<file path="src/lel_pkg.sv">
package lel_pkg;

    // fixed-point format of every data field
    localparam int DATA_W = 32;
    localparam int FRAC_W = 16;

    // ln(2) in Q30
    localparam logic [29:0] LN2_Q30 = 30'd744261118;

    // configuration register indexes
    localparam logic CFG_LOSS_KIND = 1'b0;
    localparam logic CFG_DELTA     = 1'b1;

    // loss kinds
    typedef enum logic [2:0] {
        KIND_LOG      = 3'd0,
        KIND_SQUARED  = 3'd1,
        KIND_ABSOLUTE = 3'd2,
        KIND_HUBER    = 3'd3,
        KIND_PSEUDO   = 3'd4
    } loss_kind_t;

    // pipeline stage map
    localparam int ST_IN        = 0;
    localparam int ST_PREP      = 1;
    localparam int ST_MULT      = 2;
    localparam int ST_SEL       = 3;
    localparam int ST_SQ_FIRST  = 4;
    localparam int ST_LOG_LAST  = 33;
    localparam int ST_SQ_LAST   = 36;
    localparam int ST_POST      = 37;
    localparam int ST_DIV_FIRST = 38;
    localparam int ST_DIV_LAST  = 68;
    localparam int NUM_ST       = 69;

    // everything one item carries down the pipeline
    typedef struct packed {
        logic [2:0]         kind;
        logic [30:0]        d;
        logic signed [31:0] y;
        logic signed [31:0] p;
        logic               eneg;
        logic [32:0]        emag;
        logic [3:0]         lb;
        logic [30:0]        x;
        logic [29:0]        frac;
        logic               yneg;
        logic [31:0]        ymag;
        logic               lgneg;
        logic [32:0]        lgmag;
        logic [61:0]        dd;
        logic [65:0]        ee;
        logic [63:0]        de;
        logic [65:0]        nrad;
        logic [34:0]        srem;
        logic [32:0]        root;
        logic [63:0]        drem;
        logic [30:0]        quo;
        logic [20:0]        nl;
        logic               lneg;
        logic               gneg;
        logic [48:0]        lmag;
        logic [33:0]        gmag;
    } pipe_t;

endpackage

</file>
<file path="src/lel_log_step.sv">
module lel_log_step
(
    input  lel_pkg::pipe_t din,
    output lel_pkg::pipe_t dout
);

    logic [61:0] sq;
    logic [31:0] xs;

    // one squaring step of the binary logarithm, one fraction bit out
    always_comb
    begin
        dout = din;
        sq   = {31'd0, din.x} * {31'd0, din.x};
        xs   = sq[61:30];
        if (xs[31])
        begin
            dout.x    = xs[31:1];
            dout.frac = {din.frac[28:0], 1'b1};
        end
        else
        begin
            dout.x    = xs[30:0];
            dout.frac = {din.frac[28:0], 1'b0};
        end
    end

endmodule

</file>
<file path="config.mk">
export PLATFORM = sky130hd
export DESIGN_NAME = lel_log_step
export DESIGN_NICKNAME = d
export VERILOG_FILES = /design/src/lel_pkg.sv /design/src/lel_log_step.sv
export SDC_FILE = /design/constraint.sdc
export NUM_CORES = 2
export LEC_CHECK = 0
export ABC_AREA = 1
export BUFFER_PORTS_ARGS = -buffer_cell sky130_fd_sc_hd__buf_2
export CORE_AREA = 2 2 623 625
export DETAILED_ROUTE_END_ITERATION = 12
export DIE_AREA = 0 0 625 627
export GPL_ROUTABILITY_DRIVEN = 0
export SYNTH_ARGS = -nofsm -noshare
export SYNTH_HDL_FRONTEND = slang
export SYNTH_SLANG_ARGS = --single-unit
</file>
<file path="constraint.sdc">
create_clock -name vclk -period 18.35
set_input_delay 0.9175 -clock vclk [all_inputs]
set_output_delay 0.9175 -clock vclk [all_outputs]
set_load 0.05 [all_outputs]
</file>
# Yosys cells after proc, flatten, opt, wreduce, memory -nomap -nowiden
# Index checks and enable logic that the tools add are counted.
# word_totals
elab_cells	2
input_bits	791
register_bits	0
out_inout_bits	791
# classes
mux	1
n_mul	1
# op_table
cell	count
$mul A31 B31 Y62	1
$mux W61	1

# Logic depth before layout (Yosys ltp)
# depth
ltp_word	2
depth_mapped	34
depth_no_buf	32

# Least setup slack after synthesis
# OpenSTA, ideal clock, no wires.
# synth_timing
kind	input port to output port
start	input port din[649] in the netlist's numbering
end	output port dout[627] in the netlist's numbering
stages	30
path_slack_ps	9856
t_arrival_ps	7576
path_buffers	3
cell_sequence	clkbuf_1 > clkbuf_1 > nand2_1 > fa_1 > fa_1 > inv_1 > fa_1 > inv_1 > fa_1 > inv_1 > fa_1 > fa_1 > fa_1 > inv_1 > fa_1 > inv_1 > ha_1 > nand2_2 > nor2_4 > inv_2 > nor3_4 > nand2_2 > nor2_2 > nand2_2 > nand2_2 > nand2_1 > nand2_2 > buf_6 > nand2_1 > nand2_1
# synth_rtl
item	line	source
start, declared	lel_log_step.sv:3	input lel_pkg::pipe_t din,
end, declared	lel_log_step.sv:4	output lel_pkg::pipe_t dout

==> out/metrics.csv <==
metric,value,unit
outcome,"finished, final reports clean",
drt_iter0_markers,2591,
ctsResizeCount,0,
nets,5633,
hold_viol_final,0,
start_util,9.17,%
rsz0062_at_grt,no,
holdPathEnd,dout[609],
synth_warnings,0,
synthCells,4611,
dieArea,0.392,mm^2
synth_cell_types,38,
layout-drive-gt1-share,2.75,%
start_kind,primary input,
crit_path_frequent_cell,fa_1,
grt_start_max_net_pins,36,
final_cell_mix,"inv_1 (1330), nand2_1 (1048), fa_1 (747)",
syn_area,0.0353,mm^2
slew_viol_final,0,
endpoint_kind,output pin,
die_y,627,um
path_max_fanout,33,
track_usage,12.8,%
place_hpwl,238000,um
wl,259000,um
drc,0,
final_common_cell,inv_1,
crit_family,adder cells,
postLayoutCoreUtil,9.33,%
cp.required,17430,ps
final.min_clock_period,10130,ps
antenna_found_initial,21,
cp.buffers_inverters,6,
dr.pass1.iters,6,
chipWidth,625,um
vias_per_cell,2.89,
grt.overflow.total,0,
tns,0,ps
io_buffers,63,
hold_start,din[608],
hold_depth,0,
vias,25700,
setup_viol,0,
maxCapViolations,0,
syn_nets,6418,
slowest_delay,760,ps
seq_cell_count,0,
slowest_stage,buf_2,
avgRoutedWirePerCell,29.1,um
fmax,98.8,MHz
finalWorstSetupSlack,8220,ps
grt_pass1_wl,315000,um
ctsHoldBuffers,0,
critPathKind,primary input to output pin,
synth-seq-area-share,0,%
syn2layout_area_growth,1.72,%
hp-class,primary input to output pin,
grt_pass1_vias,25100,
avgSynthCellArea,7.65,um^2
core_area,0.385,mm^2
layout.area.seq,0,um^2
clock_buffers,0,
relSlewSlack,25.2,%
layoutNonFillerInstCount,8887,
io_pins,1582,
fillers,44800,
multi_input_area,0.0242,mm^2
ant_nets,0,
crit_arrival,9210,ps
row_count,228,
place_ws,8490,ps
worstMarginPinSlew,1120,ps
fin_crit_sh,55.2,%
dp.cells,8884,
cts_setup_buffers,0,
==> synth_stat cells, types with 2 or more instances <==
cell      count  area share, %
inv_2         4          0.043
nor4_1        5          0.089
buf_4       759             16
o21ai_0      14           0.20
or2_2         4          0.071
nand3_1      64           0.91
fa_1        747             42
and3_1        2          0.035
ha_1        269            9.5
a21o_1        3          0.064
buf_6         6           0.19
buf_1        11           0.12
nor2_2        4          0.071
o21bai_1     11           0.23
nor2_1      105            1.1
nor3_1       10           0.14
a21oi_1      54           0.77
xnor2_1      12           0.30
nand3b_1      5           0.11
inv_1      1330             14
nand2_1    1048             11
nand2_2      13           0.23
clkbuf_1     83           0.88
nand4_1      15           0.27
a31o_2        2          0.050
xor2_1       19           0.47
==> cells by family (layout without fill, tap and decap cells) <==
group	Yosys count	count (layout)	share of synthesized area, %
adder cells (fa/ha/maj)	1016	1016	51.9
AND/OR/NAND/NOR	1282	1282	14.4
buffers and inverters	2194	1407	31.5
XOR/XNOR	31	31	0.769
other	0	3	0
AO/OA/AOI/OAI	88	88	1.39
==> final cells by class <==
| type | instances | area share [%] |
|---|---|---|
| tap | 5060 | 17.6 |
| antenna | 3 | 0.0209 |
| multi-input combinational | 2417 | 67.3 |
| inverter | 1334 | 14.0 |
| timing repair buffer | 73 | 1.09 |
==> stage by stage <==
| step | cell area (um^2) | hold WS (ps) |
|---|---|---|
| floorplan | 35300 | 2000 |
| global placement | 35900 | 1840 |
| detailed placement | 35900 | 1840 |
| CTS | 35900 | 1840 |
| global route | 35900 | 1840 |
| finish | 35900 | 1840 |
==> routing by layer <==
metal	up-vias	GRT usage, %	wire length (um)
met4	44	6.11	16100
met1	12100	8.04	51600
met5	-	3.91	2460
met2	2507	18.6	107000
met3	416	18.0	81500
li1	10600	-	-
==> worst max-delay path by stage <==
stage / slack, ps / start / endpoint / cells past startpoint
detailed placement: 8490 / din[638] / dout[628] / 29
floorplan: 9860 / din[649] / dout[627] / 30
global placement: 8560 / din[631] / dout[629] / 30
global route: 7840 / din[640] / dout[629] / 27
finish: 8220 / din[641] / dout[628] / 27
CTS: 8480 / din[638] / dout[628] / 29
