===== src/lel_pkg.sv =====
package lel_pkg;

    // fixed-point format of every data field
    localparam int DATA_W = 32;
    localparam int FRAC_W = 16;

    // ln(2) in Q30
    localparam logic [29:0] LN2_Q30 = 30'd744261118;

    // configuration register indexes
    localparam logic CFG_LOSS_KIND = 1'b0;
    localparam logic CFG_DELTA     = 1'b1;

    // loss kinds
    typedef enum logic [2:0] {
        KIND_LOG      = 3'd0,
        KIND_SQUARED  = 3'd1,
        KIND_ABSOLUTE = 3'd2,
        KIND_HUBER    = 3'd3,
        KIND_PSEUDO   = 3'd4
    } loss_kind_t;

    // pipeline stage map
    localparam int ST_IN        = 0;
    localparam int ST_PREP      = 1;
    localparam int ST_MULT      = 2;
    localparam int ST_SEL       = 3;
    localparam int ST_SQ_FIRST  = 4;
    localparam int ST_LOG_LAST  = 33;
    localparam int ST_SQ_LAST   = 36;
    localparam int ST_POST      = 37;
    localparam int ST_DIV_FIRST = 38;
    localparam int ST_DIV_LAST  = 68;
    localparam int NUM_ST       = 69;

    // everything one item carries down the pipeline
    typedef struct packed {
        logic [2:0]         kind;
        logic [30:0]        d;
        logic signed [31:0] y;
        logic signed [31:0] p;
        logic               eneg;
        logic [32:0]        emag;
        logic [3:0]         lb;
        logic [30:0]        x;
        logic [29:0]        frac;
        logic               yneg;
        logic [31:0]        ymag;
        logic               lgneg;
        logic [32:0]        lgmag;
        logic [61:0]        dd;
        logic [65:0]        ee;
        logic [63:0]        de;
        logic [65:0]        nrad;
        logic [34:0]        srem;
        logic [32:0]        root;
        logic [63:0]        drem;
        logic [30:0]        quo;
        logic [20:0]        nl;
        logic               lneg;
        logic               gneg;
        logic [48:0]        lmag;
        logic [33:0]        gmag;
    } pipe_t;

endpackage


===== src/lel_sqrt_step.sv =====
module lel_sqrt_step
(
    input  lel_pkg::pipe_t din,
    output lel_pkg::pipe_t dout
);

    logic [36:0] cur;
    logic [36:0] trial;

    // one root bit: bring in two radicand bits, try root*4+1
    always_comb
    begin
        dout      = din;
        cur       = {din.srem, din.nrad[65:64]};
        trial     = {2'b00, din.root, 2'b01};
        dout.nrad = {din.nrad[63:0], 2'b00};
        if (cur >= trial)
        begin
            dout.srem = 35'(cur - trial);
            dout.root = {din.root[31:0], 1'b1};
        end
        else
        begin
            dout.srem = cur[34:0];
            dout.root = {din.root[31:0], 1'b0};
        end
    end

endmodule


===== config.mk =====
export PLATFORM = sky130hd
export DESIGN_NAME = lel_sqrt_step
export DESIGN_NICKNAME = d
export VERILOG_FILES = /design/src/lel_pkg.sv /design/src/lel_sqrt_step.sv
export SDC_FILE = /design/constraint.sdc
export NUM_CORES = 1
export LEC_CHECK = 0
export ABC_AREA = 1
export BUFFER_PORTS_ARGS = -buffer_cell sky130_fd_sc_hd__buf_4
export CAP_MARGIN = 10
export CORE_AREA = 3 3 621 623
export DETAILED_ROUTE_END_ITERATION = 8
export DIE_AREA = 0 0 624 626
export PLACE_DENSITY_LB_ADDON = 0.08
export SYNTH_ARGS = -nofsm -noshare
export SYNTH_HDL_FRONTEND = slang
export SYNTH_SLANG_ARGS = --single-unit

===== constraint.sdc =====
create_clock -name vclk -period 1.9
set_clock_uncertainty 0.1 [all_clocks]
set_input_delay 0.095 -clock vclk [all_inputs]
set_output_delay 0.095 -clock vclk [all_outputs]
set_load 0.1 [all_outputs]

# [After elaboration in Yosys (flattened, before gate mapping)]
# Cells that the tools add are included.
[word_totals] regBits=0 input_bits=791 output_inout_bits=791
[op_classes] addsub=1 n_lt_le_gt_ge=1 muxes=1
[op_table] cell="$mux W68" n=1
[op_table] cell="$ge A37 B35 Y1" n=1
[op_table] cell="$sub A35 B35 Y35" n=1

# [Logic depth before layout (Yosys ltp)]
# Gate-level depths: netlist of the first run.
[depth] word_depth=2 ltp_mapped=16 mapped_depth_nobuf=15

# [Worst setup path before layout of the first run]
# No wires, ideal clock.
[synth_timing] path_type="input-to-output" from="input din[215] in the netlist's numbering" to="output dout[235] in the netlist's numbering" arrival_ps=3382 required_ps=1705 path_slack_ps=-1677 stages=11 n_path_buf=0 path_cell_list="inv_1 -> ha_1 -> nand2_1 -> inv_2 -> nand2_1 -> nand2_1 -> a21oi_2 -> nand2_1 -> nand2_1 -> nand4_4 -> o21ai_0"
[synth_rtl] item="start: declaration" line="lel_sqrt_step.sv:3" source="input lel_pkg::pipe_t din,"
[synth_rtl] item="end: declaration" line="lel_sqrt_step.sv:4" source="output lel_pkg::pipe_t dout"

==> results of run 1 <==
[path summary, 6_finish.rpt]
path	start	endpoint	depth (start not counted)
hold / removal	din[145]	dout[145]	0
setup / recovery	din[225]	dout[257]	14
[area by class of cell]
class	count	area (um2)
fill	45290	365700
tap	5038	6304
multi-input combinational	533	4923
timing repair buffer	405	3975
inverter	130	515.5
antenna	3	7.507
[per-layer routing]
layer  track usage  wire length, um
met5      0.005309              316
met4       0.02378             6215
met3        0.1242            53880
met2        0.1455            83810
met1       0.03840            27620
[logic make-up (layout without fill, tap and decap cells)]
logic type               Yosys count  count (layout)  synth area share
AO/OA/AOI/OAI                     41              41           0.02555
XOR/XNOR                          17              17           0.01617
adder cells (fa/ha/maj)           35              35           0.04757
buffers and inverters            895             535            0.6813
other                              1               5         0.0004073
AND/OR/NAND/NOR                  438             438            0.2290
[cell usage in the layout (no fill, tap or decap), types with 10 or more instances in the layout]
master   instances
nand3_2         39
nand3_1         18
nor2_1          28
nand2_2         79
nand3_4         23
nand2_8         14
nor2_2          12
inv_2           22
buf_12          56
buf_6           31
a21oi_1         11
nand2_1        117
nor2_4          23
xor2_1          10
ha_4            33
nand2_4         59
buf_4          307
inv_1           99
[stage by stage]
step	hold WS, ns	cell area (um2)	util	worst slack [ns]	setup TNS, ns
final	0.09004	15730	0.04123	-0.5107	-16.48
after global routing	0.09014	15720	0.04121	-0.6134	-20.39
after CTS	0.09068	14870	0.03899	-0.6164	-20.71
after detailed placement	0.09068	13770	0.03609	-1.042	-32.41
after global placement	0.09068	13770	0.03609	-1.055	-33.77
after floorplan	0.3015	10060	-	-0.01234	-0.01234
[what timing repair did]
action,CTS,global route
pin swaps,47,58
gates cloned,2,1
buffers inserted,21,19
gates resized for setup,212,169
endpoints found under the setup margin,36,36
[power by group]
part	total, uW	internal, uW	leakage (uW)	switching, uW
combinational	5590	2110	0.00483	3480
clock	0.000216	0.000216	0.0000000190	0
sequential	0	0	0	0
==> impl_results.md, run 1 <==
- Via density: 1.180
- Num ports: 1582
- Non-Filler Instances: 6109
- Core Area: 0.3814 mm2
- Leakage power: 0.004832 uW
- Critical Path Sink Type: primary output
- Setup WS post-layout: -0.5107 ns
- Final HPWL DP: 164.3 mm
- Worst Path Required: 1.70 ns
- Setup Crit Path Kind: in2out
- Placed Cells incl. Taps: 6065
- Yosys top cell area share: 0.6157
- Syn Area/Cell: 6.452 um2
- First-pass GRT wire length: 189.9 mm
- DRT iter0 DRCs: 193
- FF+latch count: 0
- Layout cells sized above 1: 0.7051
- Post-synthesis sequential area ratio: 0
- Final setup fails: 36
- Post-route antenna net violation count: 0
- Area leader, netlist: buf_4
- Port buffer count: 138
- RSZ-0062 raised after global routing: true
- GP Congestion: 0.6127
- Fin crit period: 2.411 ns
- Critical path's largest stage delay: 0.35 ns
- Final hold vios: 0
- Post-Route WL: 171.8 mm
- Drt wl/cell: 28.13 um
- Setup crit start kind: input port
- Mapped Cells: 1427
- Maxcap violations: 0
- Number of placement rows: 227
- Slowest-stage cell, CP: ha_4
- Seq. cell area: 0 um2
- Most common cell in the netlist: buf_4
- Final Net Count: 1896
- Status: complete, but fails checks
- Gr usage total: 0.08369
- Failing checks: setup timing
- Pins Over Slew Limit: 0
- Initial antenna violation count: 23
- Worst path top cell family by delay: simple AND/OR/NAND/NOR gates
- Largest net degree at the start of global routing: 14
- VDD IR-drop max: 129.5 uV
- Worst-path cell chain: buf_12 > clkinvlp_4 > ha_4 > nand2_4 > nor2_4 > nand2_4 > nor3_4 > nand3_2 > nand4_4 > buf_12 > buf_12 > nand3_2 > nand2_4 > buf_12
- CP bufs+invs: 5
- Starting Density: 0.02414
- Unique masters post-synth: 33
- Fin crit share: 1.269
- GRT overflow: 0
- DR pass1 iterations: 4
- Hold buffer count at CTS: 0
- Synth top cells by count: buf_4, nand2_1, inv_1
- Vias in the first global route: 8032
- Die area: 0.3906 mm2
- Area delta synth->final: 70.81%
- Power density cells: 355.5 mW/mm2
- Synth Cell Area: 0.009206 mm2
- CP Max Fanout: 7
- Via Count: 7210
- Die H: 626 um
- Most used cell, CP: buf_12
- HP Class: in2out
- PnR Total Power: 5590 uW
- F_max: 0.4148 GHz
- Area contributors post-synth: buf_4, nand2_1, inv_1, ha_1, nand3_2
- Die width: 624 um
- Critical path arrival: 2.22 ns
- Syn. warnings: 0
- Clock buf count: 0
- # DRC: 0
(Power assumes the default switching activity.)
==> run 2, diff against run 1 <==
--- a/config.mk
+++ b/config.mk
@@ -8,9 +8,11 @@
 export ABC_AREA = 1
 export BUFFER_PORTS_ARGS = -buffer_cell sky130_fd_sc_hd__buf_4
 export CAP_MARGIN = 10
-export CORE_AREA = 3 3 621 623
+export CELL_PAD_IN_SITES_DETAIL_PLACEMENT = 1
+export CELL_PAD_IN_SITES_GLOBAL_PLACEMENT = 2
+export CORE_AREA = 3 3 610 612
 export DETAILED_ROUTE_END_ITERATION = 8
-export DIE_AREA = 0 0 624 626
+export DIE_AREA = 0 0 613 615
 export PLACE_DENSITY_LB_ADDON = 0.08
 export SYNTH_ARGS = -nofsm -noshare
 export SYNTH_HDL_FRONTEND = slang
==> run 2 against run 1 <==
  * The flow still finishes with violations (setup timing)
  * Sequential share of layout area unchanged
  * Global-route usage fell by 4.5 points
  * First-iteration DRC count down 49%
  * Critical path type unchanged
  * Largest cell class unchanged
  * Highest routed layer unchanged
==> impl_results.md, run 2 (synthesis results as in run 1) <==
- Status: complete, but fails checks
- Failing checks: setup timing
- Power density cells: 366.8 mW/mm2
- CP Max Fanout: 6
- Final HPWL DP: 69.48 mm
- Proportion of power drawn by combinational gates: 1.000
- Fin crit period: 2.462 ns
- HP Class: in2out
- Sw Ratio: 0.6165
- Vias in the first global route: 8010
- FF+latch count: 0
- Final hold vios: 0
- Pins Over Slew Limit: 0
- Layout cells sized above 1: 0.7124
- Drt wl/cell: 12.98 um
- Hold EP: dout[122]
- Port buffer count: 138
- Final TNS setup: -18.37 ns
- Most frequent cells in the layout: buf_4, nand2_1, inv_1, buf_12, nand2_2
- Final Net Count: 1906
- # DRC: 0
- Hold path start: din[122]
- Core Area: 0.3680 mm2
- Worst Path Required: 1.70 ns
- F_max: 0.4061 GHz
- Critical Path Sink Type: primary output
- Die H: 615 um
- VDD IR-drop max: 189.4 uV
- Non-Filler Instances: 5915
- Setup WS post-layout: -0.5623 ns
- Largest net degree at the start of global routing: 13
- Register share of total power: 0
- Antenna diodes: 0
- Area delta synth->final: 73.06%
- Via Count: 6786
- Hold path depth: 0
- Net switching power: 3603 uW
- First-pass GRT wire length: 93.99 mm
- Gr usage total: 0.03880
- Maxcap violations: 0
- RSZ-0062 raised after global routing: true
- Die width: 613 um
- Setup Crit Path Kind: in2out
- Die area: 0.3770 mm2
- Most common cell after layout, fill and taps aside: buf_4
- Post-Route WL: 76.80 mm
- GP Congestion: 0.5991
- Placed Cells incl. Taps: 5863
- Num ports: 1582
- Clock power share: 0
- Fin crit share: 1.296
- Seq. cell area: 0 um2
- Starting Density: 0.02502
- Leakage power: 0.004938 uW
- Initial antenna violation count: 3
- Hold buffer count at CTS: 0
- DRT iter0 DRCs: 98
- Critical path arrival: 2.27 ns
- GRT overflow: 0
- Number of placement rows: 223
- Clock buf count: 0
- Via density: 1.147
- Pint: 2241 uW
- Post-Place Worst Slack: -1.341 ns
- Final setup fails: 36
- WHS: 0.09003 ns
- DR pass1 iterations: 3
- Setup crit start kind: input port
- Post-route antenna net violation count: 0
==> run 2: power by group through the flow <==
| stage | Combinational (uW) | Sequential, uW | Clock, uW |
|---|---|---|---|
| 2_1_floorplan | 9870 | 0 | 0 |
| 3_3_place_gp | 5250 | 0 | 0 |
| 3_5_place_dp | 5230 | 0 | 0 |
| 4_1_cts | 5990 | 0 | 0 |
| 5_1_grt | 6330 | 0 | 0 |
| 6_report | 5840 | 0 | 0 |
==> run 2: worst max path at each step <==
stage	from	cells after the start	endpoint
2_1_floorplan	din[223]	11	dout[235]
3_3_place_gp	din[202]	16	dout[250]
3_5_place_dp	din[202]	18	dout[258]
4_1_cts	din[225]	15	dout[249]
5_1_grt	din[225]	15	dout[249]
6_report	din[225]	14	dout[235]
==> run 2: routing by layer <==
metal	up-vias	global-route usage	routed length (um)
met5	-	0	13
met4	2	0.03313	7830
met3	369	0.01423	6986
met2	477	0.07221	40200
met1	3043	0.03206	21770
li1	2895	-	-
==> run 2: worst max-delay path, cell delays in order <==
cell,delay (ns)
buf_8,0.08
clkinvlp_4,0.17
ha_4,0.32
nand2_2,0.08
nand2_2,0.07
nand2_2,0.06
and2_4,0.17
nand2_4,0.08
a21oi_4,0.15
nand4_4,0.17
buf_12,0.20
clkbuf_16,0.20
o21ai_4,0.18
buf_12,0.19
==> run 2: area by class of cell <==
type	count	area [um2]
Fill cell	43690	352100
Timing Repair Buffer	415	4124
Multi-Input combinational cell	533	5231
Inverter	130	525.5
Tap cell	4837	6052
==> run 2: metrics by stage <==
stage | power [uW] | util | area [um2]
finish | 5844 | 0.04329 | 15930
global route | 6330 | 0.04329 | 15930
CTS | 5994 | 0.04181 | 15390
detailed placement | 5225 | 0.03704 | 13630
global placement | 5252 | 0.03704 | 13630
floorplan | 9871 | - | 10060
==> run 2: repair_timing <==
item / in CTS / in global routing
setup buffers: 36 / 19
gates resized for setup: 290 / 114
endpoints found under the setup margin: 36 / 36
pin swaps: 55 / 70
cloned: 3 / 1
==> run 3, diff against run 2 <==
--- a/config.mk
+++ b/config.mk
@@ -14,6 +14,7 @@
 export DETAILED_ROUTE_END_ITERATION = 8
 export DIE_AREA = 0 0 613 615
 export PLACE_DENSITY_LB_ADDON = 0.08
+export SETUP_SLACK_MARGIN = 0.4
 export SYNTH_ARGS = -nofsm -noshare
 export SYNTH_HDL_FRONTEND = slang
 export SYNTH_SLANG_ARGS = --single-unit
==> constraint.sdc (replaced) <==
create_clock -name vclk -period 1.9
set_clock_uncertainty 0.1 [all_clocks]
set_input_delay 0.095 -clock vclk [all_inputs]
set_output_delay 0.095 -clock vclk [all_outputs]
set_load 0.01 [all_outputs]
==> run 3 against run 2 <==
  * The run still ends with setup timing left
  * Maximum frequency rose by 1.1%
  * Power fell by 34%
  * Final cell count rose by 0.41%
  * Critical path depth rose by 1
  * Core utilization fell by 0.21 points
  * Worst hold slack barely moved
  * Critical endpoint is now dout[263]
  * Count of clock-buffer cells in the layout did not move
  * Die area did not move
  * Worst setup slack improved by 0.028 ns
  * Combinational power fell by 34%
  * First-iteration DRC count rose by 44%
  * Sequential cell count did not move
==> impl_results.md, run 3 (synthesis results as in run 1) <==
- Most common cell after layout, fill and taps aside: buf_4
- Gr usage total: 0.03857
- # DRC: 0
- Initial antenna violation count: 7
- Setup crit start kind: input port
- Clock buf count: 0
- Setup WS post-layout: -0.5346 ns
- Placed Cells incl. Taps: 5883
- Die width: 613 um
- WHS: 0.09000 ns
- Critical path's largest stage delay: 0.34 ns
- Worst Path Required: 1.70 ns
- Via Count: 6803
- Most used cell, CP: nand2_4
- DR pass1 iterations: 4
- RSZ-0062 raised after global routing: true
- Port buffer count: 138
- Final Net Count: 1926
- Failing checks: setup timing
- Fillers: 43750
- Finished Core Util: 0.04115
- Hold path depth: 0
- Num ports: 1582
- Pint: 1833 uW
- Maxcap violations: 0
- VDD IR-drop max: 76.89 uV
- Largest net degree at the start of global routing: 13
- Proportion of power drawn by combinational gates: 1.000
- Hold buffer count at CTS: 0
- Status: complete, but fails checks
- Register share of total power: 0
- Die area: 0.3770 mm2
- Final Cell Area: 0.01514 mm2
- Power density cells: 254.8 mW/mm2
- Critical Path Sink Type: primary output
- Vias in the first global route: 8071
- Core Area: 0.3680 mm2
- Hold path start: din[152]
- GP Congestion: 0.5959
- Area delta synth->final: 64.49%
- Final setup fails: 36
- Critical path arrival: 2.24 ns
- Hold EP: dout[152]
- Pins Over Slew Limit: 0
- Leakage power: 0.004829 uW
- Area of the multi-input gates: 0.004597 mm2
- Worst path top cell family by delay: simple AND/OR/NAND/NOR gates
- Post-route antenna net violation count: 0
- Final HPWL DP: 70.60 mm
- HP Class: in2out
- Number of placement rows: 223
- Via density: 1.145
- Drt wl/cell: 12.91 um
- Fin crit period: 2.435 ns
- Fin crit share: 1.281
- F_max: 0.4108 GHz
- First-pass GRT wire length: 93.92 mm
- Worst-path cell chain: buf_8 > clkinvlp_4 > ha_4 > nand2_4 > nor2_4 > nand2_4 > nor3_4 > nand3_2 > nand4_4 > buf_12 > buf_16 > nand3_4 > buf_12 > nand2_4 > buf_6
- Post-Route WL: 76.67 mm
- Placed Area: 0.01321 mm2
- Final hold vios: 0
- CP bufs+invs: 6
- Layout cells sized above 1: 0.7022
- CP Max Fanout: 7
- Sw Ratio: 0.5252
- DRT iter0 DRCs: 141
- GRT overflow: 0
- Starting Density: 0.02502
- FF+latch count: 0
- CP Depth: 15
- Slowest-stage cell, CP: ha_4
- Clock power share: 0
- Most frequent cells in the layout: buf_4, nand2_1, inv_1, nand2_2, buf_6
- Setup Crit Path Kind: in2out
- Net switching power: 2027 uW
- Die H: 615 um
- Seq. cell area: 0 um2
- Non-Filler Instances: 5939
run 3: what timing repair did:
action                                  CTS  global route
pin swaps                                55            83
endpoints found under the setup margin   36            36
resized for setup                       213           137
setup buffers                            27            22
gates cloned                              2             1
run 3: cell type report:
type / count / share of cell area
tap: 4837 / 0.3997
timing repair buffer: 435 / 0.2608
multi-input combinational: 533 / 0.3036
antenna: 4 / 0.0006610
inverter: 130 / 0.03528
run 3: metal layers:
| metal | track usage | part of all wire |
|---|---|---|
| met1 | 0.03080 | 0.28 |
| met2 | 0.07264 | 0.53 |
| met3 | 0.01742 | 0.10 |
| met4 | 0.02839 | 0.088 |
| met5 | 0.001149 | 0.00077 |
run 3: how the worst max path moves through the flow:
stage	from	endpoint
global route	din[227]	dout[263]
floorplan	din[246]	dout[257]
global placement	din[246]	dout[255]
CTS	din[216]	dout[255]
detailed placement	din[215]	dout[255]
finish	din[227]	dout[263]
run 3: power groups by stage:
stage               clock, uW  combinational (uW)  sequential (uW)
detailed placement          0                3440                0
finish               0.000272                3860                0
global placement            0                3480                0
global route                0                4310                0
floorplan                   0                2820                0
CTS                         0                3910                0
run 3: per-stage QoR:
step,setup TNS (ns),setup WS [ns],power (uW)
after floorplan,0,0.2837,2820
after global routing,-21.72,-0.6516,4311
final,-16.59,-0.5346,3859
after global placement,-36.99,-1.142,3480
after detailed placement,-36.36,-1.119,3445
after CTS,-20.86,-0.6510,3910
