$ cat src/lel_pkg.sv
package lel_pkg;

    // fixed-point format of every data field
    localparam int DATA_W = 32;
    localparam int FRAC_W = 16;

    // ln(2) in Q30
    localparam logic [29:0] LN2_Q30 = 30'd744261118;

    // configuration register indexes
    localparam logic CFG_LOSS_KIND = 1'b0;
    localparam logic CFG_DELTA     = 1'b1;

    // loss kinds
    typedef enum logic [2:0] {
        KIND_LOG      = 3'd0,
        KIND_SQUARED  = 3'd1,
        KIND_ABSOLUTE = 3'd2,
        KIND_HUBER    = 3'd3,
        KIND_PSEUDO   = 3'd4
    } loss_kind_t;

    // pipeline stage map
    localparam int ST_IN        = 0;
    localparam int ST_PREP      = 1;
    localparam int ST_MULT      = 2;
    localparam int ST_SEL       = 3;
    localparam int ST_SQ_FIRST  = 4;
    localparam int ST_LOG_LAST  = 33;
    localparam int ST_SQ_LAST   = 36;
    localparam int ST_POST      = 37;
    localparam int ST_DIV_FIRST = 38;
    localparam int ST_DIV_LAST  = 68;
    localparam int NUM_ST       = 69;

    // everything one item carries down the pipeline
    typedef struct packed {
        logic [2:0]         kind;
        logic [30:0]        d;
        logic signed [31:0] y;
        logic signed [31:0] p;
        logic               eneg;
        logic [32:0]        emag;
        logic [3:0]         lb;
        logic [30:0]        x;
        logic [29:0]        frac;
        logic               yneg;
        logic [31:0]        ymag;
        logic               lgneg;
        logic [32:0]        lgmag;
        logic [61:0]        dd;
        logic [65:0]        ee;
        logic [63:0]        de;
        logic [65:0]        nrad;
        logic [34:0]        srem;
        logic [32:0]        root;
        logic [63:0]        drem;
        logic [30:0]        quo;
        logic [20:0]        nl;
        logic               lneg;
        logic               gneg;
        logic [48:0]        lmag;
        logic [33:0]        gmag;
    } pipe_t;

endpackage

$ cat src/lel_prep.sv
module lel_prep
(
    input  lel_pkg::pipe_t din,
    output lel_pkg::pipe_t dout
);

    logic signed [32:0] ediff;
    logic [15:0]        pc;
    logic [33:0]        lgdiff;

    // error sign and magnitude, clamped prediction, log seed
    always_comb
    begin
        dout  = din;
        ediff = {din.p[31], din.p} - {din.y[31], din.y};
        dout.eneg = ediff[32];
        dout.emag = ediff[32] ? 33'(-ediff) : 33'(ediff);

        if (din.p[31] || din.p == 32'sd0)
        begin
            pc = 16'd1;
        end
        else if (din.p >= 32'sd65536)
        begin
            pc = 16'hFFFF;
        end
        else
        begin
            pc = din.p[15:0];
        end

        // leading one of the clamped prediction
        dout.lb = 4'd0;
        for (int i = 0; i < 16; i++)
        begin
            if (pc[i])
            begin
                dout.lb = 4'(i);
            end
        end
        dout.x    = {15'd0, pc} << (5'd30 - {1'b0, dout.lb});
        dout.frac = '0;

        dout.yneg = din.y[31];
        dout.ymag = din.y[31] ? 32'(-din.y) : 32'(din.y);

        // log gradient pc - y
        lgdiff     = {18'd0, pc} - {{2{din.y[31]}}, din.y};
        dout.lgneg = lgdiff[33];
        dout.lgmag = lgdiff[33] ? 33'(-lgdiff) : lgdiff[32:0];
    end

endmodule

$ cat config.mk
export PLATFORM = sky130hd
export DESIGN_NAME = lel_prep
export DESIGN_NICKNAME = d
export VERILOG_FILES = /design/src/lel_pkg.sv /design/src/lel_prep.sv
export SDC_FILE = /design/constraint.sdc
export NUM_CORES = 1
export LEC_CHECK = 0
export ABC_AREA = 1
export BUFFER_PORTS_ARGS = -buffer_cell sky130_fd_sc_hd__buf_2
export CORE_AREA = 3 3 619 621
export DETAILED_ROUTE_END_ITERATION = 7
export DIE_AREA = 0 0 622 624
export GPL_TIMING_DRIVEN = 0
export MAX_ROUTING_LAYER = met4
export PLACE_DENSITY = 0.3
export SYNTH_ARGS = -nofsm -noshare
export SYNTH_HDL_FRONTEND = slang
export SYNTH_SLANG_ARGS = --single-unit
export TNS_END_PERCENT = 10
$ cat constraint.sdc
create_clock -name vclk -period 5.3
set_input_delay 0.795 -clock vclk [all_inputs]
set_output_delay 0.795 -clock vclk [all_outputs]
set_load 0.03 [all_outputs]
# Word level (Yosys, flattened, before mapping)
# Index checks and enable logic that the tools add are counted.
# totals
register_bits	0
output_inout_bits	791
# op_classes
addsub	6
order_cmp	1
shift	1
mux	20
n_reduce_logical	2
# ops
cell	count
two-way mux 33 bit	2
negation 33 bit	2
two-way mux 4 bit	14
subtractor 17 x 32 -> 33 bit	1
subtractor 32 x 32 -> 33 bit	1
greater-or-equal comparator 32 x 18 -> 1 bit (second input constant)	1
logical NOT 32 bit	1
two-way mux 16 bit	2
two-way mux 32 bit	1
negation 32 bit	1
left shift 16 x 5 -> 31 bit	1
subtractor 5 x 4 -> 5 bit (first input constant)	1
logical OR 1 bit	1
two-way mux 1 bit	1

# Logic depth before layout (Yosys ltp)
# Gate-level depths: netlist of run 1.
# depth
depth_word	20
ltp_mapped	30
depth_no_buf	29

# Worst setup path after synthesis of run 1
# Ideal clock, no wire load.
# synth_path
path_type	input-to-output
from	in din[714] in the netlist's numbering
to	out dout[637] in the netlist's numbering
t_arrival_ns	4.179
required_ns	4.505
path_slack_ns	0.326
path_stages	28
path_buffers	3
path_cell_list	nor2_1 -> nand2_1 -> nor2_2 -> nand2_4 -> nand2_8 -> inv_4 -> buf_6 -> nor2_2 -> nor2_4 -> clkinv_1 -> nand2_1 -> nand2_1 -> nand2_1 -> nand2_1 -> nand2_1 -> nand2_2 -> nand2_4 -> nand2_2 -> clkinv_1 -> ha_1 -> clkbuf_1 -> clkinv_1 -> clkbuf_1 -> nand3_1 -> nand3_1 -> nand3_2 -> nand2_1 -> nor2_1
# synth_rtl
element	line_no	text
start: declaration	lel_prep.sv:3	input lel_pkg::pipe_t din,
end: declaration	lel_prep.sv:4	output lel_pkg::pipe_t dout

==> impl_metrics.tcl, run 1 <==
set metrics [dict create \
    status "completed" \
    comb_power_share_pct 100.0 \
    internal-power_mw 1.26 \
    drt_pass1_iterations 5 \
    ys_warn_count 0 \
    seqCellArea_um2 0 \
    met2_usage_pct 16.6 \
    final_cell_mix "buf_4, buf_2, nand2_1, inv_1, nor2_1" \
    relSlewSlack_pct 36.4 \
    die_x_um 622 \
    p_leak_nw 11.2 \
    rsz0062_at_grt "yes" \
    grt_pass1_vias 16100 \
    grt_use_met1_pct 8.89 \
    syn_inst 2122 \
    avgSynthCellArea_um2 6.04 \
    n_fill_cell 45100 \
    detailed_place_hpwl_um 176000 \
    totalWireLength_um 184000 \
    place_ws_ps -932 \
    core_um2 378000 \
    p_switching_mw 3.12 \
    gr-usage-all-layers_pct 9.16 \
    layout_commonest_cell "buf_4" \
    fp-row-count 226 \
    syn_area_um2 12800 \
    drv_slew 0 \
    die_h_um 624 \
    setup_violations 0 \
    placed_cells 7992 \
    grt_max_degree 11 \
    drtIter0Drc 798 \
    area_delta_synth_final_pct 96.8 \
    finalHoldViolations 0 \
    start_util_pct 3.39 \
    post_drt_wl_per_cell_um 22.8 \
    crit_fanout 4 \
    nClkBuffers 0 \
    routed_via_density 2.07 \
    clock.fmax_mhz 193 \
    grt_pass1_wl_um 215000 \
    multiInputGateArea_um2 8030 \
    max_cap_violations 0 \
    endpoint_kind "primary output" \
    holdBufCountCts 0 \
    design.seq.count 0 \
    gp_congestion 0.897 \
    ant_nets 0 \
    tns_ps 0 \
    period_needed_ps 5190 \
    seq_area_frac_synth_pct 0 \
    placed_area_um2 23300 \
    top_usage_layer "met2" \
    p_sw_share_pct 71.3 \
    drive_above_1_share_pct 61.4 \
    nNetsFinal 3867 \
    worstHoldPathType "in -> out" \
    grtUsageMet3_pct 4.74 \
    final_area_um2 25200 \
    antenna_found_initial 157 \
    cp.arrival_ps 4390 \
    worstMarginPinSlew_ps 954 \
    vias 16700 \
    worstSetupStartpointType "input port" \
    overflow 0 \
    power.density_nw_per_um2 174 \
    io_pins 1582 \
    clockPowerShare_pct 0 \
    critPathRequiredTime_ps 4510 \
    setup_slack_ps 115 \
    crit_type "in -> out" \
    io_buffer_count 820 \
    p_seq_share_pct 0 \
    holdWs_ps 1840 \
    synth.distinct_cells 57 \
    drc 0 \
    peakVddDrop_mv 0.0834 \
    die_area_um2 388000 \
    min_period_over_period_pct 97.8 \
    stdcell_count 8067 \
]
==> critical path, cell delays in order <==
cell and delay (ps):
clkbuf_4 160, nor2_2 100, nand2_1 60, nor2_2 150
nand2_4 120, nand2_8 120, buf_4 120, buf_4 110
nand3_4 90, inv_2 50, ha_2 170, inv_1 50
fa_2 370, nand4_1 100, nand2_2 120, nand2_2 110
nand2_2 80, nand2_2 90, nand2_4 70, nor3_4 210
nand2_2 100, nor2_4 150, nand4_4 150, nor2_4 140
nand2_1 70, nand2_2 110, xor2_4 210, buf_8 170
==> power groups by stage <==
| stage | sequential (mW) | clock, mW | combinational (mW) |
|---|---|---|---|
| floorplan | 0 | 0 | 2.35 |
| global placement | 0 | 0 | 4.25 |
| detailed placement | 0 | 0 | 4.23 |
| CTS | 0 | 0 | 4.40 |
| global route | 0 | 0.000000686 | 4.73 |
| finish | 0 | 0.000000703 | 4.38 |
==> what timing repair did <==
item                       4_1_cts  5_1_grt
gates cloned                     0        1
buffers inserted                19       26
resized for setup              172      223
pin swaps                       24       67
setup endpoints to repair       94       88
==> cell families (layout without fill, tap and decap cells) <==
logic type | after synthesis | in the layout | share of synthesized area, %
xor gates and xnor gates | 113 | 113 | 8.26
and+or+nand+nor | 883 | 883 | 32.0
adders and majority gates | 53 | 53 | 5.30
AOI/OAI and AO/OA | 173 | 173 | 8.13
other | 1 | 65 | 0.0293
buffers and inverters | 899 | 1764 | 46.3
==> cells in the mapped netlist (all sizes together) (5+ instances only) <==
| cell | instances | share of area, % |
|---|---|---|
| nor2 | 200 | 6.4 |
| nand2 | 424 | 14 |
| a21oi | 67 | 2.7 |
| buf | 678 | 40 |
| ha | 51 | 5.0 |
| o21ai | 80 | 3.6 |
| inv | 206 | 6.1 |
| xnor2 | 26 | 2.2 |
| nand4 | 28 | 1.4 |
| clkbuf | 10 | 0.29 |
| xor2 | 87 | 6.1 |
| nor4 | 8 | 0.39 |
| nand3 | 179 | 7.8 |
| clkinv | 5 | 0.16 |
| nor3 | 34 | 1.4 |
==> worst paths after layout <==
| check | from | end | cells past startpoint |
|---|---|---|---|
| worst min-delay path | din[32] | dout[32] | 2 |
| worst max-delay path | din[709] | dout[548] | 28 |
==> layer usage <==
metal | vias up | wire length, µm
met5 | - | 0
met4 | 0 | 4450
met3 | 267 | 22700
met2 | 971 | 93800
met1 | 7604 | 62800
li1 | 7834 | -
==> per-stage QoR <==
stage                     power, mW  util (%)
after floorplan                2.35         -
after global placement         4.25      6.16
after detailed placement       4.23      6.16
after CTS                      4.40      6.38
after global routing           4.73      6.66
final                          4.38      6.66
==> final cells by class <==
type | instances | share of cell area (%)
Antenna cell | 30 | 0.298
Buffer | 687 | 20.4
Inverter | 211 | 3.33
Multi-Input combinational cell | 1257 | 31.8
Tap cell | 5016 | 24.9
Timing Repair Buffer | 866 | 19.2
Note: power is estimated with default switching activity, not from simulation.
==> run 2, diff against run 1 <==
==> constraint.sdc (replaced) <==
create_clock -name vclk -period 5.3
set_input_delay 1.06 -clock vclk [all_inputs]
set_output_delay 1.06 -clock vclk [all_outputs]
set_load 0.03 [all_outputs]
==> impl_metrics.tcl, run 2 (synthesis results as in run 1) <==
set metrics [dict create \
    p_leak_nw 11.9 \
    rsz0062_at_grt "yes" \
    p_switching_mw 3.25 \
    vias 17200 \
    worstMarginPinSlew_ps 819 \
    final_cell_mix "buf_4, buf_2, nand2_1, inv_1, nor2_1" \
    drv_slew 0 \
    endpoint_kind "primary output" \
    io_buffer_count 820 \
    layout_commonest_cell "buf_4" \
    critPathRequiredTime_ps 4240 \
    die_h_um 624 \
    grt_pass1_wl_um 217000 \
    routed_via_density 2.11 \
    finalHoldViolations 0 \
    die_area_um2 388000 \
    p_sw_share_pct 67.2 \
    nClkBuffers 0 \
    core_um2 378000 \
    stdcell_count 8146 \
    grt_pass1_vias 16300 \
    period_needed_ps 5670 \
    start_util_pct 3.39 \
    peakVddDrop_mv 0.0822 \
    worstHoldPathType "in -> out" \
    tns_ps -8860 \
    p_seq_share_pct 0 \
    place_ws_ps -1510 \
    io_pins 1582 \
    multiInputGateArea_um2 8920 \
    worstSetupStartpointType "input port" \
    gp_congestion 0.919 \
    status "finished, violations left" \
    drc 0 \
    failed_checks "setup timing" \
    internal-power_mw 1.59 \
    drive_above_1_share_pct 67.8 \
    seqCellArea_um2 0 \
    drtIter0Drc 830 \
    relSlewSlack_pct 45.4 \
    power.density_nw_per_um2 176 \
    gr-usage-all-layers_pct 9.18 \
    setup_violations 32 \
    antenna_found_initial 144 \
    final_area_um2 27500 \
    grt_max_degree 11 \
    placed_area_um2 23300 \
    area_delta_synth_final_pct 115 \
    cp.arrival_ps 4610 \
    post_drt_wl_per_cell_um 22.6 \
    crit_type "in -> out" \
    drt_pass1_iterations 5 \
    overflow 0 \
    design.seq.count 0 \
    grtUsageMet3_pct 4.40 \
    n_fill_cell 44900 \
    die_x_um 622 \
    placed_cells 7992 \
    setup_slack_ps -368 \
    crit_fanout 5 \
    met2_usage_pct 16.2 \
    power.total_mw 4.84 \
    top_usage_layer "met2" \
    detailed_place_hpwl_um 175000 \
    min_period_over_period_pct 107 \
    comb_power_share_pct 100.0 \
    fp-row-count 226 \
    hold_depth 2 \
    max_cap_violations 0 \
    ant_nets 0 \
    nNetsFinal 3939 \
    clock.fmax_mhz 176 \
    totalWireLength_um 184000 \
    clockPowerShare_pct 0 \
    grt_use_met1_pct 9.41 \
]
## run 2: cell types whose count changed in the layout (fill, tap and decap cells not counted), moves of 22 or more
| cell | before | now |
|---|---|---|
| buf_2 | 734 | 687 |
| buf_4 | 747 | 797 |
| buf_6 | 27 | 87 |
| inv_1 | 171 | 149 |
| nand2_1 | 348 | 307 |
| nand2_2 | 55 | 89 |
| nand3_1 | 146 | 120 |
| nand3_2 | 31 | 54 |
| nor2_1 | 150 | 128 |
## run 2: timing repair
action,CTS,global route
pin swaps,59,118
resized for setup,488,327
endpoints found under the hold margin,0,0
setup endpoints to repair,99,100
buffers inserted,49,65
cloned,3,2
hold buffers,0,0
## run 2: worst paths after layout
kind,startpoint,to,slack [ps]
max,din[711],dout[546],-370
min,din[293],dout[293],2370
## run 2: cell type report
| type | instances | area share [%] |
|---|---|---|
| Multi-Input combinational cell | 1257 | 32.5 |
| Timing Repair inverter | 1 | 0.0182 |
| Timing Repair Buffer | 938 | 22.0 |
| Antenna cell | 37 | 0.337 |
| Tap cell | 5016 | 22.8 |
| Inverter | 211 | 3.26 |
| Buffer | 686 | 19.1 |
## run 2: critical path, stage by stage
cell      delay, ps
buf_6           120
nor2_1          100
nand2_1         100
nor2_4          110
nand2_4         110
nand2_8         130
clkinv_8         80
buf_12          140
o21ai_4         150
inv_4            70
ha_4            260
buf_4           150
a21oi_4         160
nor2_1           70
nor2_2          120
o21ai_1         100
inv_1            70
nand2_2          70
or2_4           240
nand2_4         100
inv_1            90
nor2_4          130
nand4_4         150
o21ai_2         200
xor2_2          240
inv_1            80
buf_6           150
## run 2: power by group through the flow
stage | combinational [mW] | sequential [mW] | clock (mW)
after floorplan | 2.36 | 0 | 0
after CTS | 4.76 | 0 | 0
after detailed placement | 4.24 | 0 | 0
final | 4.84 | 0 | 0.000000923
after global routing | 5.22 | 0 | 0.000000864
after global placement | 4.26 | 0 | 0
## run 2: routing by layer
| layer | wire (µm) | share of wire [%] | vias to the layer above |
|---|---|---|---|
| li1 | - | - | 7992 |
| met1 | 65700 | 36 | 7944 |
| met2 | 92200 | 50 | 977 |
| met3 | 21800 | 12 | 256 |
| met4 | 4620 | 2.5 | 0 |
| met5 | 0 | 0 | - |
## run 2: per-stage QoR
| stage | hold WS (ps) | util [%] |
|---|---|---|
| floorplan | 2250 | - |
| global placement | 2370 | 6.17 |
| detailed placement | 2370 | 6.17 |
| CTS | 2370 | 6.77 |
| global route | 2370 | 7.26 |
| finish | 2370 | 7.26 |
==> run 3, diff against run 2 <==
--- a/config.mk
+++ b/config.mk
@@ -12,7 +12,7 @@
 export DIE_AREA = 0 0 622 624
 export GPL_TIMING_DRIVEN = 0
 export MAX_ROUTING_LAYER = met4
-export PLACE_DENSITY = 0.3
+export PLACE_DENSITY_LB_ADDON = 0.1
 export SYNTH_ARGS = -nofsm -noshare
 export SYNTH_HDL_FRONTEND = slang
 export SYNTH_SLANG_ARGS = --single-unit
==> impl_metrics.tcl, run 3 (synthesis results as in run 1) <==
set metrics [dict create \
    status "finished, violations left" \
    failed_checks "setup timing" \
    clock.fmax_mhz 178 \
    io_pins 1582 \
    totalWireLength_um 160000 \
    grtUsageMet3_pct 2.14 \
    place_ws_ps -1720 \
    top_usage_layer "met2" \
    min_period_over_period_pct 106 \
    comb_power_share_pct 100.0 \
    setup_violations 64 \
    internal-power_mw 1.54 \
    worstHoldPathType "in -> out" \
    vias 16600 \
    drive_above_1_share_pct 67.6 \
    p_leak_nw 11.9 \
    holdPathEnd "dout[271]" \
    post_drt_wl_per_cell_um 19.7 \
    crit_type "in -> out" \
    worstSetupStartpointType "input port" \
    final_cell_mix "buf_4, buf_2, nand2_1, inv_1, nor2_1" \
    power.total_mw 4.61 \
    cp_num_buf_inv 9 \
    fp-row-count 226 \
    finalHoldViolations 0 \
    ant_nets 0 \
    critPathRequiredTime_ps 4240 \
    drv_slew 0 \
    die_area_um2 388000 \
    layout_commonest_cell "buf_4" \
    grt_use_met1_pct 7.38 \
    endpoint_kind "primary output" \
    period_needed_ps 5610 \
    cp_slowest_cell "ha_4" \
    power.density_nw_per_um2 169 \
    max_cap_violations 0 \
    design.seq.count 0 \
    area_delta_synth_final_pct 114 \
    grt_pass1_vias 17100 \
    peakVddDrop_mv 0.0648 \
    gr-usage-all-layers_pct 7.96 \
    grt_max_degree 11 \
    p_sw_share_pct 66.6 \
    critical_path.top_delay_family "simple AND/OR/NAND/NOR gates" \
    worstMarginPinSlew_ps 1070 \
    rsz0062_at_grt "yes" \
    setup_slack_ps -307 \
    p_seq_share_pct 0 \
    drc 0 \
    routed_via_density 2.04 \
    overflow 0 \
    nClkBuffers 0 \
    core_um2 378000 \
    hold_depth 2 \
    clockPowerShare_pct 0 \
    die_x_um 622 \
    hp-start "din[271]" \
    seqCellArea_um2 0 \
    slowest_delay_ps 310 \
    drt_pass1_iterations 4 \
    grt_pass1_wl_um 194000 \
    detailed_place_hpwl_um 150000 \
    crit_start "din[718]" \
    io_buffer_count 820 \
    start_util_pct 3.39 \
    die_h_um 624 \
    cp.arrival_ps 4550 \
    antenna_found_initial 73 \
    gp_congestion 0.861 \
    relSlewSlack_pct 28.3 \
    crit_fanout 5 \
    nNetsFinal 3923 \
    p_switching_mw 3.07 \
    cp_common_cell "nand2_1" \
    met2_usage_pct 16.3 \
    drtIter0Drc 526 \
]
## run 3: cell types whose count changed in the layout (fill, tap and decap cells not counted), sizes merged
cell and delta:
clkbuf -3, diode -19, clkinvlp -6, clkinv -3, buf -12, inv +8
## run 3: per-stage QoR
stage / std cells / utilization (%) / TNS [ps] / area, µm² / hold WS [ps]
finish: 8111 / 7.23 / -8900 / 27400 / 2370
global route: 8109 / 7.23 / -31320 / 27300 / 2370
CTS: 8062 / 6.94 / -17300 / 26300 / 2370
detailed placement: 7992 / 6.17 / -97620 / 23300 / 2370
global placement: 7992 / 6.17 / -103020 / 23300 / 2370
floorplan: 2156 / - / -93.1 / 13000 / 2250
## run 3: layer usage
metal | up-vias | part of all wire, %
li1 | 7933 | -
met1 | 7719 | 33
met2 | 788 | 58
met3 | 134 | 7.2
met4 | 0 | 1.9
met5 | - | 0
## run 3: cell type report
cell class,count,area (µm²)
buffer,687,5240
tap,5016,6280
timing repair buffer,922,5830
multi-input combinational,1257,9080
inverter,211,880
fill,44900,351000
antenna,18,45.0
## run 3: what timing repair did
action | in CTS | in global routing
buffers inserted | 67 | 31
gates resized for setup | 590 | 201
gates cloned | 4 | 0
endpoints found under the setup margin | 104 | 95
hold buffers | 0 | 0
pin swaps | 102 | 86
## run 3: power groups by stage
stage / logic (mW) / clock network [mW] / registers (mW)
2_1_floorplan: 2.36 / 0 / 0
3_3_place_gp: 4.13 / 0 / 0
3_5_place_dp: 4.10 / 0 / 0
4_1_cts: 4.71 / 0 / 0
5_1_grt: 5.00 / 0.000000407 / 0
6_report: 4.61 / 0.000000433 / 0
## run 3: how the worst max path moves through the flow
stage / to / depth (start not counted)
finish: dout[552] / 29
global route: dout[552] / 28
CTS: dout[551] / 27
detailed placement: dout[550] / 26
global placement: dout[550] / 26
floorplan: dout[548] / 24
